**src/rtl/core/fcw_pkg.sv**
```systemverilog
// ---------------------------------------------------------------------------
// fcw_pkg
// Shared types and constants for the front-coded word list decoder.
// ---------------------------------------------------------------------------
package fcw_pkg;

  localparam int BYTE_W  = 8;
  localparam int POS_W   = 5;
  localparam int LEN_W   = 6;
  localparam int CLASS_W = 12;
  localparam int GROUP_W = 12;
  localparam int INFO_W  = 16;

  localparam logic [BYTE_W-1:0] CHAR_MASK = 8'h7f;
  localparam int                END_BIT   = 7;
  localparam logic [BYTE_W-1:0] NUL_CHAR  = 8'h00;

  typedef enum logic [5:0] {
    ST_KEEP   = 6'b000001,
    ST_SUFFIX = 6'b000010,
    ST_INFO0  = 6'b000100,
    ST_INFO1  = 6'b001000,
    ST_INFO2  = 6'b010000,
    ST_EMIT   = 6'b100000
  } fcw_state_t;

  // Commands from the controller; the *_acc bits pulse when an item is taken.
  typedef struct packed {
    logic keep_acc;
    logic suffix_acc;
    logic info0_acc;
    logic info1_acc;
    logic info2_acc;
    logic emit;
  } fcw_cmd_t;

  // Status back from the datapath.
  typedef struct packed {
    logic bad_keep;
    logic keep_full;
    logic suffix_end;
    logic emit_done;
    logic out_free;
  } fcw_stat_t;

endpackage

```
**src/rtl/core/fcw_if.sv**
```systemverilog
// ---------------------------------------------------------------------------
// fcw_in_if / fcw_out_if
// Valid/ready channels for the encoded byte stream and the decoded characters.
// ---------------------------------------------------------------------------
interface fcw_in_if;
  logic       valid;
  logic       ready;
  logic [7:0] data_byte;

  modport source (output valid, output data_byte, input ready);
  modport sink   (input valid, input data_byte, output ready);
endinterface

interface fcw_out_if;
  logic        valid;
  logic        ready;
  logic [7:0]  word_char;
  logic [4:0]  char_position;
  logic [5:0]  word_length;
  logic [11:0] word_class;
  logic [11:0] word_group;
  logic        last_of_word;
  logic        bad_keep_count;
  logic        truncated;

  modport source (output valid, output word_char, output char_position,
                  output word_length, output word_class, output word_group,
                  output last_of_word, output bad_keep_count, output truncated,
                  input ready);
  modport sink   (input valid, input word_char, input char_position,
                  input word_length, input word_class, input word_group,
                  input last_of_word, input bad_keep_count, input truncated,
                  output ready);
endinterface

```
**src/rtl/core/fcw_ctrl.sv**
```systemverilog
// ---------------------------------------------------------------------------
// fcw_ctrl
// Entry parsing state machine: keep count, suffix, three info bytes, readout.
// ---------------------------------------------------------------------------
module fcw_ctrl (
  input  logic              clk,
  input  logic              rst_n,
  input  logic              in_valid,
  output logic              in_ready,
  input  fcw_pkg::fcw_stat_t stat,
  output fcw_pkg::fcw_cmd_t  cmd
);
  import fcw_pkg::*;

  fcw_state_t state_r, state_nxt;
  logic       acc;

  always_comb begin
    case (state_r)
      ST_KEEP:   in_ready = stat.out_free;
      ST_SUFFIX: in_ready = 1'b1;
      ST_INFO0:  in_ready = 1'b1;
      ST_INFO1:  in_ready = 1'b1;
      ST_INFO2:  in_ready = 1'b1;
      ST_EMIT:   in_ready = 1'b0;
      default:   in_ready = 1'b0;
    endcase
  end

  assign acc = in_valid && in_ready;

  always_comb begin
    cmd            = '0;
    cmd.keep_acc   = acc && (state_r == ST_KEEP);
    cmd.suffix_acc = acc && (state_r == ST_SUFFIX);
    cmd.info0_acc  = acc && (state_r == ST_INFO0);
    cmd.info1_acc  = acc && (state_r == ST_INFO1);
    cmd.info2_acc  = acc && (state_r == ST_INFO2);
    cmd.emit       = (state_r == ST_EMIT);
  end

  always_comb begin
    state_nxt = state_r;
    case (state_r)
      ST_KEEP: begin
        if (acc && !stat.bad_keep) begin
          state_nxt = stat.keep_full ? ST_INFO0 : ST_SUFFIX;
        end
      end
      ST_SUFFIX: begin
        if (acc && stat.suffix_end) begin
          state_nxt = ST_INFO0;
        end
      end
      ST_INFO0: if (acc) state_nxt = ST_INFO1;
      ST_INFO1: if (acc) state_nxt = ST_INFO2;
      ST_INFO2: if (acc) state_nxt = ST_EMIT;
      ST_EMIT: begin
        if (stat.emit_done) begin
          state_nxt = ST_KEEP;
        end
      end
      default: state_nxt = ST_KEEP;
    endcase
  end

  always_ff @(posedge clk) begin
    if (!rst_n) begin
      state_r <= ST_KEEP;
    end else begin
      state_r <= state_nxt;
    end
  end

endmodule

```
**src/rtl/core/fcw_dp.sv**
```systemverilog
// ---------------------------------------------------------------------------
// fcw_dp
// Word store, length and info registers, readout pipeline and output register.
// ---------------------------------------------------------------------------
module fcw_dp #(
  parameter int WORD_MAX = 32
) (
  input  logic               clk,
  input  logic               rst_n,
  input  logic               cfg_we,
  input  logic               cfg_wdata,
  input  logic [7:0]         data_byte,
  input  fcw_pkg::fcw_cmd_t  cmd,
  output fcw_pkg::fcw_stat_t stat,
  fcw_out_if.source          out_ch
);
  import fcw_pkg::*;

  localparam int LW = $clog2(WORD_MAX + 1);
  localparam int AW = $clog2(WORD_MAX);
  localparam logic [BYTE_W-1:0] MAX_B = BYTE_W'(WORD_MAX);
  localparam logic [LW-1:0]     MAX_L = LW'(WORD_MAX);

  logic [BYTE_W-1:0] mem [WORD_MAX];

  logic              mode_r;
  logic [LW-1:0]     word_len_r, word_len_nxt;
  logic              trunc_r, trunc_nxt;
  logic [INFO_W-1:0] info_hi_r;
  logic [CLASS_W-1:0] cls_r;
  logic [GROUP_W-1:0] grp_r;

  logic [LW-1:0]     rd_cnt_r;
  logic              rd_v_r;
  logic [BYTE_W-1:0] rd_data_r;
  logic [LW-1:0]     st_pos_r;
  logic              st_last_r;

  logic              out_valid_r;
  logic [BYTE_W-1:0] o_char_r;
  logic [POS_W-1:0]  o_pos_r;
  logic [LEN_W-1:0]  o_len_r;
  logic [CLASS_W-1:0] o_cls_r;
  logic [GROUP_W-1:0] o_grp_r;
  logic              o_last_r, o_bad_r, o_trunc_r;

  logic [LW-1:0]     len_inc;
  logic [LW-1:0]     total;
  logic [7:0]        len8, pos8;
  logic              we;
  logic [BYTE_W-1:0] wdata;
  logic              out_free, bad_keep, suffix_end, issue, move, load_bad;

  assign out_free = !out_valid_r || out_ch.ready;
  assign len_inc  = word_len_r + LW'(1);
  assign bad_keep = data_byte > 8'(word_len_r);
  assign total    = (word_len_r == '0) ? LW'(1) : word_len_r;

  // Keep count load and suffix handling: store, length step and end of suffix for each mode.
  always_comb begin
    we           = 1'b0;
    wdata        = data_byte;
    suffix_end   = 1'b0;
    word_len_nxt = word_len_r;
    trunc_nxt    = trunc_r;
    if (cmd.keep_acc && !bad_keep) begin
      word_len_nxt = data_byte[LW-1:0];
      trunc_nxt    = data_byte >= MAX_B;
    end else if (cmd.suffix_acc) begin
      if (mode_r) begin
        if (data_byte == NUL_CHAR) begin
          suffix_end = 1'b1;
        end else begin
          we           = 1'b1;
          word_len_nxt = len_inc;
          if (len_inc >= MAX_L) begin
            suffix_end = 1'b1;
            trunc_nxt  = 1'b1;
          end
        end
      end else begin
        we           = 1'b1;
        wdata        = data_byte & CHAR_MASK;
        word_len_nxt = len_inc;
        if (data_byte[END_BIT]) begin
          suffix_end = 1'b1;
        end else if (len_inc >= MAX_L) begin
          suffix_end = 1'b1;
          trunc_nxt  = 1'b1;
        end
      end
    end
  end

  // Readout: one read issued per cycle while the staging slot drains.
  assign issue    = cmd.emit && (rd_cnt_r != total) && (!rd_v_r || out_free);
  assign move     = rd_v_r && out_free;
  assign load_bad = cmd.keep_acc && bad_keep;

  always_ff @(posedge clk) begin
    if (we) begin
      mem[word_len_r[AW-1:0]] <= wdata;
    end
    if (issue) begin
      rd_data_r <= mem[rd_cnt_r[AW-1:0]];
    end
  end

  always_ff @(posedge clk) begin
    if (cmd.info2_acc) begin
      cls_r <= info_hi_r[15:4];
      grp_r <= {info_hi_r[3:0], data_byte};
    end
    if (issue) begin
      st_pos_r  <= rd_cnt_r;
      st_last_r <= (rd_cnt_r + LW'(1)) == total;
    end
  end

  assign len8 = 8'(word_len_r);
  assign pos8 = 8'(st_pos_r);

  always_ff @(posedge clk) begin
    if (load_bad) begin
      o_char_r  <= '0;
      o_pos_r   <= '0;
      o_len_r   <= '0;
      o_cls_r   <= '0;
      o_grp_r   <= '0;
      o_last_r  <= 1'b0;
      o_bad_r   <= 1'b1;
      o_trunc_r <= 1'b0;
    end else if (move) begin
      // An empty word still reads slot zero, but gives a zero character.
      o_char_r  <= (word_len_r == '0) ? NUL_CHAR : rd_data_r;
      o_pos_r   <= pos8[POS_W-1:0];
      o_len_r   <= len8[LEN_W-1:0];
      o_cls_r   <= cls_r;
      o_grp_r   <= grp_r;
      o_last_r  <= st_last_r;
      o_bad_r   <= 1'b0;
      o_trunc_r <= trunc_r;
    end
  end

  always_ff @(posedge clk) begin
    if (!rst_n) begin
      mode_r      <= 1'b0;
      word_len_r  <= '0;
      trunc_r     <= 1'b0;
      info_hi_r   <= '0;
      rd_cnt_r    <= '0;
      rd_v_r      <= 1'b0;
      out_valid_r <= 1'b0;
    end else begin
      if (cfg_we) mode_r <= cfg_wdata;
      word_len_r <= word_len_nxt;
      trunc_r    <= trunc_nxt;
      if (cmd.info0_acc) info_hi_r[15:8] <= data_byte;
      if (cmd.info1_acc) info_hi_r[7:0]  <= data_byte;
      if (cmd.info2_acc) begin
        rd_cnt_r <= '0;
      end else if (issue) begin
        rd_cnt_r <= rd_cnt_r + LW'(1);
      end
      if (issue) begin
        rd_v_r <= 1'b1;
      end else if (move) begin
        rd_v_r <= 1'b0;
      end
      if (load_bad || move) begin
        out_valid_r <= 1'b1;
      end else if (out_ch.ready) begin
        out_valid_r <= 1'b0;
      end
    end
  end

  always_comb begin
    stat            = '0;
    stat.bad_keep   = bad_keep;
    stat.keep_full  = data_byte >= MAX_B;
    stat.suffix_end = suffix_end;
    stat.emit_done  = (rd_cnt_r == total) && !rd_v_r;
    stat.out_free   = out_free;
  end

  assign out_ch.valid          = out_valid_r;
  assign out_ch.word_char      = o_char_r;
  assign out_ch.char_position  = o_pos_r;
  assign out_ch.word_length    = o_len_r;
  assign out_ch.word_class     = o_cls_r;
  assign out_ch.word_group     = o_grp_r;
  assign out_ch.last_of_word   = o_last_r;
  assign out_ch.bad_keep_count = o_bad_r;
  assign out_ch.truncated      = o_trunc_r;

endmodule

```
**src/rtl/core/front_coded_word_list_decoder_top.sv**
```systemverilog
// ---------------------------------------------------------------------------
// front_coded_word_list_decoder_top
// Decodes a front-coded word list byte stream into per-character results.
// ---------------------------------------------------------------------------
// Usage:
//   in_ch carries one byte of the encoded list per item: a keep count, the
//   suffix characters, then three info bytes. cfg_we/cfg_wdata set the
//   suffix mode (0: bit 7 ends the word, 1: a zero byte ends it).
//   out_ch gives one item per character of a finished word, with its
//   position, length, class, group and flags; an empty word gives one item.
//   A keep count above the stored length gives a single flagged item.
// Timing:
//   Each byte is taken when in_ch is ready; a keep count waits for a free
//   output slot. After the third info byte the word store is read one
//   character per cycle while out_ch does not stall, through a registered
//   memory port into a staging register and then the output register; no
//   input item is taken until the readout of the word ends.
// Reset and stall:
//   rst_n (synchronous) clears the parser, the stored length and the mode.
//   The store itself is not cleared. A stalled out_ch holds its item; the
//   readout pauses, and a keep count waits until the output slot frees.
// ---------------------------------------------------------------------------
module front_coded_word_list_decoder_top #(
  parameter int WORD_MAX = 32
) (
  input  logic      clk,
  input  logic      rst_n,
  input  logic      cfg_we,
  input  logic      cfg_wdata,
  fcw_in_if.sink    in_ch,
  fcw_out_if.source out_ch
);
  import fcw_pkg::*;

  fcw_cmd_t  cmd;
  fcw_stat_t stat;
  logic      ready;

  assign in_ch.ready = ready;

  fcw_ctrl u_ctrl (
    .clk      (clk),
    .rst_n    (rst_n),
    .in_valid (in_ch.valid),
    .in_ready (ready),
    .stat     (stat),
    .cmd      (cmd)
  );

  fcw_dp #(
    .WORD_MAX (WORD_MAX)
  ) u_dp (
    .clk       (clk),
    .rst_n     (rst_n),
    .cfg_we    (cfg_we),
    .cfg_wdata (cfg_wdata),
    .data_byte (in_ch.data_byte),
    .cmd       (cmd),
    .stat      (stat),
    .out_ch    (out_ch)
  );

endmodule

```
**src/flat_wrapper.sv**
```systemverilog
// flat-port wrapper written by rule: the top's interface ports become plain ports
module front_coded_word_list_decoder_top_flat import fcw_pkg::*;
#(
  parameter int WORD_MAX = 32
)
  (clk, rst_n, cfg_we, cfg_wdata, in_ch_valid, in_ch_data_byte, in_ch_ready, out_ch_valid, out_ch_word_char, out_ch_char_position, out_ch_word_length, out_ch_word_class, out_ch_word_group, out_ch_last_of_word, out_ch_bad_keep_count, out_ch_truncated, out_ch_ready);
  fcw_in_if in_ch_i ();
  fcw_out_if out_ch_i ();
  input  logic clk;
  input  logic rst_n;
  input  logic cfg_we;
  input  logic cfg_wdata;
  input wire logic [$bits(in_ch_i.valid)-1:0] in_ch_valid;
  input wire logic [$bits(in_ch_i.data_byte)-1:0] in_ch_data_byte;
  output wire logic [$bits(in_ch_i.ready)-1:0] in_ch_ready;
  output wire logic [$bits(out_ch_i.valid)-1:0] out_ch_valid;
  output wire logic [$bits(out_ch_i.word_char)-1:0] out_ch_word_char;
  output wire logic [$bits(out_ch_i.char_position)-1:0] out_ch_char_position;
  output wire logic [$bits(out_ch_i.word_length)-1:0] out_ch_word_length;
  output wire logic [$bits(out_ch_i.word_class)-1:0] out_ch_word_class;
  output wire logic [$bits(out_ch_i.word_group)-1:0] out_ch_word_group;
  output wire logic [$bits(out_ch_i.last_of_word)-1:0] out_ch_last_of_word;
  output wire logic [$bits(out_ch_i.bad_keep_count)-1:0] out_ch_bad_keep_count;
  output wire logic [$bits(out_ch_i.truncated)-1:0] out_ch_truncated;
  input wire logic [$bits(out_ch_i.ready)-1:0] out_ch_ready;
  assign in_ch_i.valid = in_ch_valid;
  assign in_ch_i.data_byte = in_ch_data_byte;
  assign in_ch_ready = in_ch_i.ready;
  assign out_ch_valid = out_ch_i.valid;
  assign out_ch_word_char = out_ch_i.word_char;
  assign out_ch_char_position = out_ch_i.char_position;
  assign out_ch_word_length = out_ch_i.word_length;
  assign out_ch_word_class = out_ch_i.word_class;
  assign out_ch_word_group = out_ch_i.word_group;
  assign out_ch_last_of_word = out_ch_i.last_of_word;
  assign out_ch_bad_keep_count = out_ch_i.bad_keep_count;
  assign out_ch_truncated = out_ch_i.truncated;
  assign out_ch_i.ready = out_ch_ready;
  front_coded_word_list_decoder_top #(.WORD_MAX(WORD_MAX)) u_core (.clk(clk), .rst_n(rst_n), .cfg_we(cfg_we), .cfg_wdata(cfg_wdata), .in_ch(in_ch_i), .out_ch(out_ch_i));
endmodule
```
**config.mk**
```make
export PLATFORM = sky130hd
export DESIGN_NAME = front_coded_word_list_decoder_top_flat
export DESIGN_NICKNAME = d
export VERILOG_FILES = /design/src/rtl/core/fcw_pkg.sv /design/src/rtl/core/fcw_if.sv /design/src/rtl/core/fcw_ctrl.sv /design/src/rtl/core/fcw_dp.sv /design/src/rtl/core/front_coded_word_list_decoder_top.sv /design/src/flat_wrapper.sv
export SDC_FILE = /design/constraint.sdc
export NUM_CORES = 1
export LEC_CHECK = 0
export CAP_MARGIN = 5
export CORE_MARGIN = 5
export CORE_UTILIZATION = 50
export DETAILED_ROUTE_END_ITERATION = 12
export DONT_BUFFER_PORTS = 1
export SLEW_MARGIN = 20
export SYNTH_ARGS = -nofsm -noshare
export SYNTH_HDL_FRONTEND = slang
export SYNTH_SLANG_ARGS = --single-unit
```
**constraint.sdc**
```tcl
create_clock -name clk -period 5.77 [get_ports clk]
set_clock_uncertainty 0.05 [all_clocks]
set_input_delay 0.2885 -clock clk [delete_from_list [all_inputs] [get_ports clk]]
set_output_delay 0.2885 -clock clk [all_outputs]
set_load 0.01 [all_outputs]
```
==> flow_summary.rst, run 1 <==
.. list-table::
   :header-rows: 1

   * - Metric
     - Value
   * - Run status
     - complete, no violations
   * - Maximum clock path buffer count
     - 3
   * - Number of hold violations in the final report
     - 0
   * - Final period demand of the worst path
     - approximately 3.3 ns
   * - Core Box Area
     - 29500 um^2
   * - Total power density per cell area
     - 342 nW/um^2
   * - First-pass DRT Iterations
     - 5
   * - Series of cell instances along the critical path
     - nor3_1 > nand4_1 > nor2b_1 > nand2_1 > nor2_1
   * - Post-detailed-route via-to-cell ratio
     - about 6.0
   * - Slowest CP cell
     - sky130_fd_sc_hd__nor2_1
   * - Diodes inserted
     - 0
   * - Area Overhead vs Synth
     - 12.3%
   * - Post-synthesis sequential area ratio
     - 70.8%
   * - Net count after synthesis
     - between 900 and 1000
   * - Critical path's largest stage delay
     - ~0.94 ns
   * - Crit start category
     - flip-flop
   * - Data required time at the worst endpoint
     - around 6 ns
   * - Leakage component of the power
     - roughly 5.3 nW
   * - Setup violation total in the final timing report
     - 0
   * - Post-route antenna net violation count
     - 0
   * - Post-synthesis area per instance
     - around 16 um^2
   * - Vias post-DR
     - a little over 8000
   * - Number of flops mapped to enable cells by yosys
     - approximately 300
   * - Vias in the first global route
     - ~8000
   * - Aggregate negative setup slack
     - 0 ns
   * - Final-report max-slew violation count
     - 0
   * - Fmax
     - around 310 MHz
   * - Combined area of all synthesized cells
     - ~15000 um^2
   * - Number of instances in the synthesized netlist
     - between 900 and 1000
   * - Share of the core filled with cells
     - 56.5%
   * - Overflow after GRT
     - 0
   * - Latest clock arrival within the worst-skew pair
     - between 0.5 and 0.6 ns
   * - Number of antenna violations at the first check in global routing
     - 1
   * - Worst Max-Slew Pin Slew
     - between 1 and 1.5 ns
   * - Resized Gates After CTS
     - 0
   * - Type of the setup path with the least slack
     - flip-flop to flip-flop
   * - Final Routed Wirelength
     - around 34 mm
   * - Post-Layout Inst Area
     - between 15000 and 20000 um^2
   * - Total global-route track usage
     - between 20 and 25%
   * - Count of buffers inserted at the top-level ports
     - 0
   * - Sinks on the clock net
     - approximately 380
   * - Synth warnings
     - 0
   * - Share of post-route cells with drive strength above 1
     - a little under a fifth
   * - Per-cell routed wire length
     - between 20 and 25 um
   * - Chip Width
     - roughly 180 um
   * - Final worst-path cycle share
     - a little under three fifths
   * - Count of state elements after synthesis
     - 378
   * - Height of the chip
     - between 150 and 200 um
   * - Cell chosen for the clock root
     - sky130_fd_sc_hd__clkbuf_16
   * - Total clock buffers created by CTS
     - 39
   * - Number of ports placed on the die boundary
     - a little over 60
   * - Max rail drop VDD
     - ~0.23 mV
   * - Highest net fanout along the worst path
     - 10
   * - Detailed placement HPWL
     - a little over 20 mm
   * - Number of buffers inserted by post-CTS setup repair
     - 0
   * - Largest net degree at the start of global routing
     - 57
   * - Clock tree from TritonCTS
     - yes
   * - Asr flop ratio synth
     - 0%
   * - Tightest Hold Check Type
     - input port to flip-flop
   * - Starting density of the core
     - between 50 and 60%
   * - H-tree levels
     - 2
   * - First-pass GRT wire length
     - between 50 and 60 mm
   * - Number of hold buffers added after cts
     - 11
   * - Placed Instance Area
     - ~15000 um^2
   * - Clock slew at reported path FFs
     - roughly 0.060 ns
   * - Kind of cell adding the most delay to the critical path
     - simple AND/OR/NAND/NOR gates
   * - Critical Path End Type
     - flip-flop
   * - DRC violations left
     - 0
   * - Unrepaired setup endpoints after global routing
     - false
   * - Remaining max-slew budget at the tightest pin
     - approximately a quarter
   * - Number of distinct standard cells referenced by the synthesized netlist
     - 60
   * - Tot Pwr
     - approximately 0.0057 W
   * - Routability congestion estimate
     - 0.816
   * - Dominant synthesized flop cell
     - sky130_fd_sc_hd__edfxtp_1
   * - Data arrival at the endpoint of the critical path
     - 3.34 ns
   * - Area of the die
     - approximately 33000 um^2
   * - Commonest cells after routing, fill and taps aside
     - sky130_fd_sc_hd__edfxtp_1, sky130_fd_sc_hd__nand2_1, sky130_fd_sc_hd__nor2_1, sky130_fd_sc_hd__dfxtp_1, sky130_fd_sc_hd__mux4_2
   * - Iteration-0 DRC count of the detailed router
     - just over 800
   * - Hold Worst Slack
     - approximately 0.027 ns
   * - Number of nets at the end of the flow
     - ~960
   * - Most frequent standard cell in the layout excluding fill and tap cells
     - sky130_fd_sc_hd__edfxtp_1
   * - Buf/Inv on CP
     - 0
   * - Max-cap violations
     - 0
   * - Core Rows
     - 63
## layer usage
metal / vias up / track usage, % / part of all wire (%)
li1: 3559 / - / -
met1: 4128 / 28.0 / 41
met2: 339 / 33.2 / 49
met3: 54 / 4.31 / 7.8
met4: 0 / 5.37 / 2.4
met5: - / 0 / 0
## cell usage after synthesis (all sizes together) (2+ instances only)
library cell	count	area, um^2
mux2	8	90.1
nor3	8	51.3
a31oi	3	48.8
nor2	84	315
nand3b	2	15.0
a211o	3	26.3
nand4	7	43.8
nand2	101	379
a211oi	4	30.0
mux4	80	1800
o21ai	7	35.0
a22oi	3	22.5
o211ai	2	15.0
mux2i	12	120
nor2b	7	46.3
dfxtp	84	1680
buf	26	123
nor4	3	40.0
inv	12	45.0
xnor2	6	60.1
xor2	10	95.1
ha	11	138
a2111oi	2	23.8
nand2b	2	12.5
o22ai	2	12.5
clkbuf	22	82.6
and2	2	12.5
edfxtp	294	8830
nand3	25	125
a21oi	66	334
and3	4	25.0
## worst paths after layout
check / from / end / slack [ns] / depth (start not counted)
worst min register to register: u_core.u_dp.info_hi_r[13] / u_core.u_dp.cls_r[9] / 0.38 / 0
worst min-delay path: in_ch_data_byte[0] / u_core.u_dp.mem[14][0] / 0.03 / 1
worst max register to register: u_core.u_ctrl.state_r[2] / u_core.u_dp.mem[24][7] / 2.50 / 5
worst max-delay path: u_core.u_ctrl.state_r[2] / u_core.u_dp.mem[24][7] / 2.50 / 5
## worst reg2reg max path: stages, from the launching register on
cell	delay [ns]
sky130_fd_sc_hd__dfxtp_1	0.40
sky130_fd_sc_hd__nor3_1	0.37
sky130_fd_sc_hd__nand4_1	0.21
sky130_fd_sc_hd__nor2b_1	0.55
sky130_fd_sc_hd__nand2_1	0.36
sky130_fd_sc_hd__nor2_1	0.94
## power by group
| part | switching (W) | internal (W) | total [W] | leakage [nW] |
|---|---|---|---|---|
| clock | 0.00100 | 0.00143 | 0.00244 | 0.607 |
| sequential | 0.0000269 | 0.00294 | 0.00297 | 3.32 |
| combinational | 0.000204 | 0.0000926 | 0.000297 | 1.34 |
## final cells by class
class,instances,area (um^2)
Fill cell,2241,12800
Multi-Input combinational cell,480,4090
Timing Repair Buffer,21,275
Clock inverter,25,244
Tap cell,390,488
Clock buffer,47,1010
Sequential cell,378,10500
Inverter,12,45.0
## state kept, by name (all words and copies together), names as in the netlist
| register | flops |
|---|---|
| u_core.u_dp.out_ch.word_class | 12 |
| u_core.u_dp.out_ch.bad_keep_count | 1 |
| u_core.u_dp.out_ch.word_length | 6 |
| u_core.u_ctrl.state_r | 6 |
| u_core.u_dp.out_ch.char_position | 5 |
| u_core.u_dp.trunc_r | 1 |
| u_core.u_dp.mem | 256 |
| u_core.u_dp.out_ch.valid | 1 |
| u_core.u_dp.rd_data_r | 8 |
| u_core.u_dp.st_last_r | 1 |
| u_core.u_dp.st_pos_r | 5 |
| u_core.u_dp.rd_v_r | 1 |
| u_core.u_dp.rd_cnt_r | 6 |
| u_core.u_dp.info_hi_r | 16 |
| u_core.u_dp.out_ch.word_group | 12 |
| u_core.u_dp.mode_r | 1 |
| u_core.u_dp.out_ch.last_of_word | 1 |
| u_core.u_dp.word_len_r | 6 |
| u_core.u_dp.cls_r | 12 |
| u_core.u_dp.out_ch.word_char | 8 |
| u_core.u_dp.out_ch.truncated | 1 |
| u_core.u_dp.grp_r | 12 |
## cell families after synthesis
group / share of synthesized area (%)
buf+inv: 1.69
mux: 13.6
xor+xnor: 1.05
compound gates: 4.46
flops: 70.8
fa+ha+maj: 0.927
simple gates: 7.50
## metrics by stage
| step | cells | worst slack, ns |
|---|---|---|
| finish | 1353 | 2.50 |
| floorplan | 918 | 3.24 |
| CTS | 1352 | 2.47 |
| global route | 1353 | 2.32 |
| global placement | 1269 | 2.52 |
| detailed placement | 1269 | 2.48 |
Power figures use the tool's default switching activity.
==> run 2: changes to the inputs <==
==> constraint.sdc (replaced) <==
create_clock -name clk -period 3.4 [get_ports clk]
set_clock_uncertainty 0.05 [all_clocks]
set_input_delay 0.17 -clock clk [delete_from_list [all_inputs] [get_ports clk]]
set_output_delay 0.17 -clock clk [all_outputs]
set_load 0.01 [all_outputs]
==> run 2 against run 1 <==
Routed wire length decreased by 1.5%. Fmax up 5.1%. Combinational power up 80%. Sequential power up 69%. Via count rose by 0.61%. Global-route usage down 0.055 points. Sequential cell count unchanged. Worst hold slack about the same. First-iteration DRC count down 7.9%. Sequential share of layout area decreased by 1.8 points. Core utilization increased by 1.6 points. Largest power group unchanged.
==> flow_summary.rst, run 2 (same netlist as run 1, synthesis figures left out) <==
.. list-table::
   :header-rows: 1

   * - Metric
     - Value
   * - Run status
     - complete, no violations (unchanged)
   * - Total global-route track usage
     - 20.2% (was 20.3%)
   * - Final worst-path cycle share
     - 91.4% (was 56.6%)
   * - Chip Width
     - 182 um (unchanged)
   * - Core Box Area
     - 29500 um^2 (unchanged)
   * - Post-Layout Inst Area
     - 17100 um^2 (was 16700 um^2)
   * - Final period demand of the worst path
     - 3.11 ns (was 3.27 ns)
   * - Setup slack of the critical path after layout
     - 0.293 ns (was 2.50 ns)
   * - Data arrival at the endpoint of the critical path
     - 3.51 ns (was 3.34 ns)
   * - Data required time at the worst endpoint
     - 3.81 ns (was 5.85 ns)
   * - Instance count along the most critical hold path
     - 3 (was 1)
   * - Reg2Reg Depth
     - 8 (was 5)
   * - Launch point of the worst path
     - u_core.u_dp.word_len_r[4] (was u_core.u_ctrl.state_r[2])
   * - Unrepaired setup endpoints after global routing
     - false (unchanged)
   * - Clock slew at reported path FFs
     - 0.06 ns (about the same)
   * - Most frequent standard cell in the layout excluding fill and tap cells
     - sky130_fd_sc_hd__edfxtp_1 (unchanged)
   * - WL met3
     - 2.25 mm (was 2.63 mm)
   * - Per-cell routed wire length
     - 23.7 um (was 24.9 um)
   * - Largest net degree at the start of global routing
     - 48 (was 57)
   * - H-tree levels
     - 2 (unchanged)
   * - Number of hold buffers added after cts
     - 20 (was 11)
   * - Total power density per cell area
     - 579 nW/um^2 (was 342 nW/um^2)
   * - Critical Path End Type
     - flip-flop (unchanged)
   * - Routability congestion estimate
     - 0.854 (was 0.816)
   * - Worst reg2reg path startpoint
     - u_core.u_dp.word_len_r[4] (was u_core.u_ctrl.state_r[2])
   * - Share of the core filled with cells
     - 58.2% (was 56.5%)
   * - Detailed placement HPWL
     - 20.7 mm (was 20.6 mm)
   * - Reg-to-reg critical path endpoint
     - u_core.u_ctrl.state_r[0] (was u_core.u_dp.mem[24][7])
   * - Number of buffers inserted by post-CTS setup repair
     - 0 (unchanged)
   * - Hold path startpoint
     - in_ch_valid (was in_ch_data_byte[0])
   * - Latest clock arrival within the worst-skew pair
     - 0.52 ns (about the same)
   * - Height of the chip
     - 182 um (unchanged)
   * - Max reg flops
     - 256 (unchanged)
   * - Setup violation total in the final timing report
     - 0 (unchanged)
   * - Final Routed Wirelength
     - 33.2 mm (was 33.7 mm)
   * - Area Overhead vs Synth
     - 15.5% (was 12.3%)
   * - Share of post-route cells with drive strength above 1
     - 21.6% (was 18.7%)
   * - Detailed route wirelength on metal2
     - 15.8 mm (was 16.4 mm)
   * - Cell chosen for the clock root
     - sky130_fd_sc_hd__clkbuf_16 (unchanged)
   * - First-pass GRT wire length
     - 51.2 mm (was 50.7 mm)
   * - Remaining max-slew budget at the tightest pin
     - 35.9% (was 23.8%)
   * - Overflow after GRT
     - 0 (unchanged)
   * - First-pass DRT Iterations
     - 7 (was 5)
   * - WHS Endpoint
     - u_core.u_dp.word_len_r[4] (was u_core.u_dp.mem[14][0])
   * - Iteration-0 DRC count of the detailed router
     - 757 (was 822)
   * - Highest net fanout along the worst path
     - 9 (was 10)
   * - Post-route antenna net violation count
     - 0 (unchanged)
   * - Number of nets at the end of the flow
     - 1007 (was 957)
   * - Final-report max-slew violation count
     - 0 (unchanged)
   * - Post-Place Worst Slack
     - 0.703 ns (was 2.48 ns)
   * - Max rail drop VDD
     - 0.556 mV (was 0.233 mV)
   * - Clock tree from TritonCTS
     - yes (unchanged)
   * - Vias post-DR
     - 8129 (was 8080)
   * - Leakage component of the power
     - 5.56 nW (was 5.27 nW)
   * - Metal-1 WL
     - 14.4 mm (was 13.9 mm)
   * - DRC violations left
     - 0 (unchanged)
   * - Number of hold violations in the final report
     - 0 (unchanged)
   * - Starting density of the core
     - 50.3% (unchanged)
   * - Aggregate negative setup slack
     - 0 ns (unchanged)
   * - Vias in the first global route
     - 8347 (was 7993)
   * - Number of ports placed on the die boundary
     - 62 (unchanged)
   * - Max-cap violations
     - 0 (unchanged)
   * - Fmax
     - 322 MHz (was 306 MHz)
   * - Area of the die
     - 33200 um^2 (unchanged)
   * - Placed Instance Area
     - 15500 um^2 (was 15200 um^2)
   * - Count of buffers inserted at the top-level ports
     - 0 (unchanged)
   * - Sinks on the clock net
     - 378 (unchanged)
   * - Worst reg-to-reg setup slack
     - 0.29 ns (was 2.50 ns)
   * - Filler cell count
     - 2265 (was 2241)
   * - Diodes inserted
     - 0 (unchanged)
   * - Type of the setup path with the least slack
     - flip-flop to flip-flop (unchanged)
   * - Tightest Hold Check Type
     - input port to flip-flop (unchanged)
   * - Core Rows
     - 63 (unchanged)
   * - Worst Max-Slew Pin Slew
     - 0.960 ns (was 1.14 ns)
   * - Total clock buffers created by CTS
     - 40 (was 39)
   * - Maximum clock path buffer count
     - 3 (unchanged)
   * - Post-detailed-route via-to-cell ratio
     - 5.81 (was 5.97)
   * - Number of antenna violations at the first check in global routing
     - 1 (unchanged)
   * - Hold Worst Slack
     - 0.0267 ns (was 0.0271 ns)
   * - Crit start category
     - flip-flop (unchanged)
   * - Top layer used by detailed routing
     - met4 (unchanged)
   * - Resized Gates After CTS
     - 0 (unchanged)
   * - Commonest cells after routing, fill and taps aside
     - sky130_fd_sc_hd__edfxtp_1, sky130_fd_sc_hd__nand2_1, sky130_fd_sc_hd__nor2_1, sky130_fd_sc_hd__dfxtp_1, sky130_fd_sc_hd__mux4_2 (unchanged)
run 2: cell types whose count changed in the layout (fill, tap and decap cells not counted), sizes merged:
cell / before / now
dlygate4sd3: 4 / 13
inv: 15 / 13
clkinvlp: 2 / 1
buf: 17 / 57
clkinv: 16 / 6
clkbuf: 47 / 57
bufinv: 4 / 5
run 2: critical path: stages (launching register included):
cell and delay (ns):
sky130_fd_sc_hd__dfxtp_1 0.57, sky130_fd_sc_hd__inv_1 0.19, sky130_fd_sc_hd__ha_1 0.23, sky130_fd_sc_hd__a2111oi_2 0.40, sky130_fd_sc_hd__nand3_1 0.19, sky130_fd_sc_hd__and2_1 0.23
sky130_fd_sc_hd__a211o_1 0.36, sky130_fd_sc_hd__o311ai_1 0.25, sky130_fd_sc_hd__dlygate4sd3_1 0.58
run 2: layer usage:
| metal | vias to the layer above | GRT usage, % |
|---|---|---|
| li1 | 3656 | - |
| met1 | 4136 | 28.9 |
| met2 | 269 | 32.2 |
| met3 | 68 | 4.44 |
| met4 | 0 | 4.83 |
| met5 | - | 0 |
run 2: worst max-delay path by stage:
stage | end | slack (ns)
floorplan | u_core.u_dp.out_ch.char_position[0] | 0.87
global placement | u_core.u_dp.rd_data_r[0] | 0.73
detailed placement | u_core.u_dp.rd_data_r[0] | 0.70
CTS | u_core.u_ctrl.state_r[0] | 0.29
global route | u_core.u_ctrl.state_r[0] | 0.10
finish | u_core.u_ctrl.state_r[0] | 0.29
run 2: area by class of cell:
| cell class | count | area, um^2 | share of cell area [%] |
|---|---|---|---|
| well taps | 390 | 488 | 2.85 |
| clock inverters | 13 | 195 | 1.14 |
| repair buffers | 70 | 683 | 3.98 |
| inverters | 12 | 45.0 | 0.263 |
| flip-flops and latches | 378 | 10500 | 61.3 |
| multi-input cells | 480 | 4090 | 23.8 |
| clock buffers | 57 | 1140 | 6.63 |
run 2: metrics by stage:
| step | total power, W | cells |
|---|---|---|
| after floorplan | 0.00546 | 918 |
| after global placement | 0.00554 | 1310 |
| after detailed placement | 0.00556 | 1310 |
| after CTS | 0.0100 | 1400 |
| after global routing | 0.0103 | 1400 |
| final | 0.00993 | 1400 |
run 2: power by group:
group	switching [W]	internal [W]
logic	0.000349	0.000186
clock network	0.00166	0.00270
registers	0.0000367	0.00499
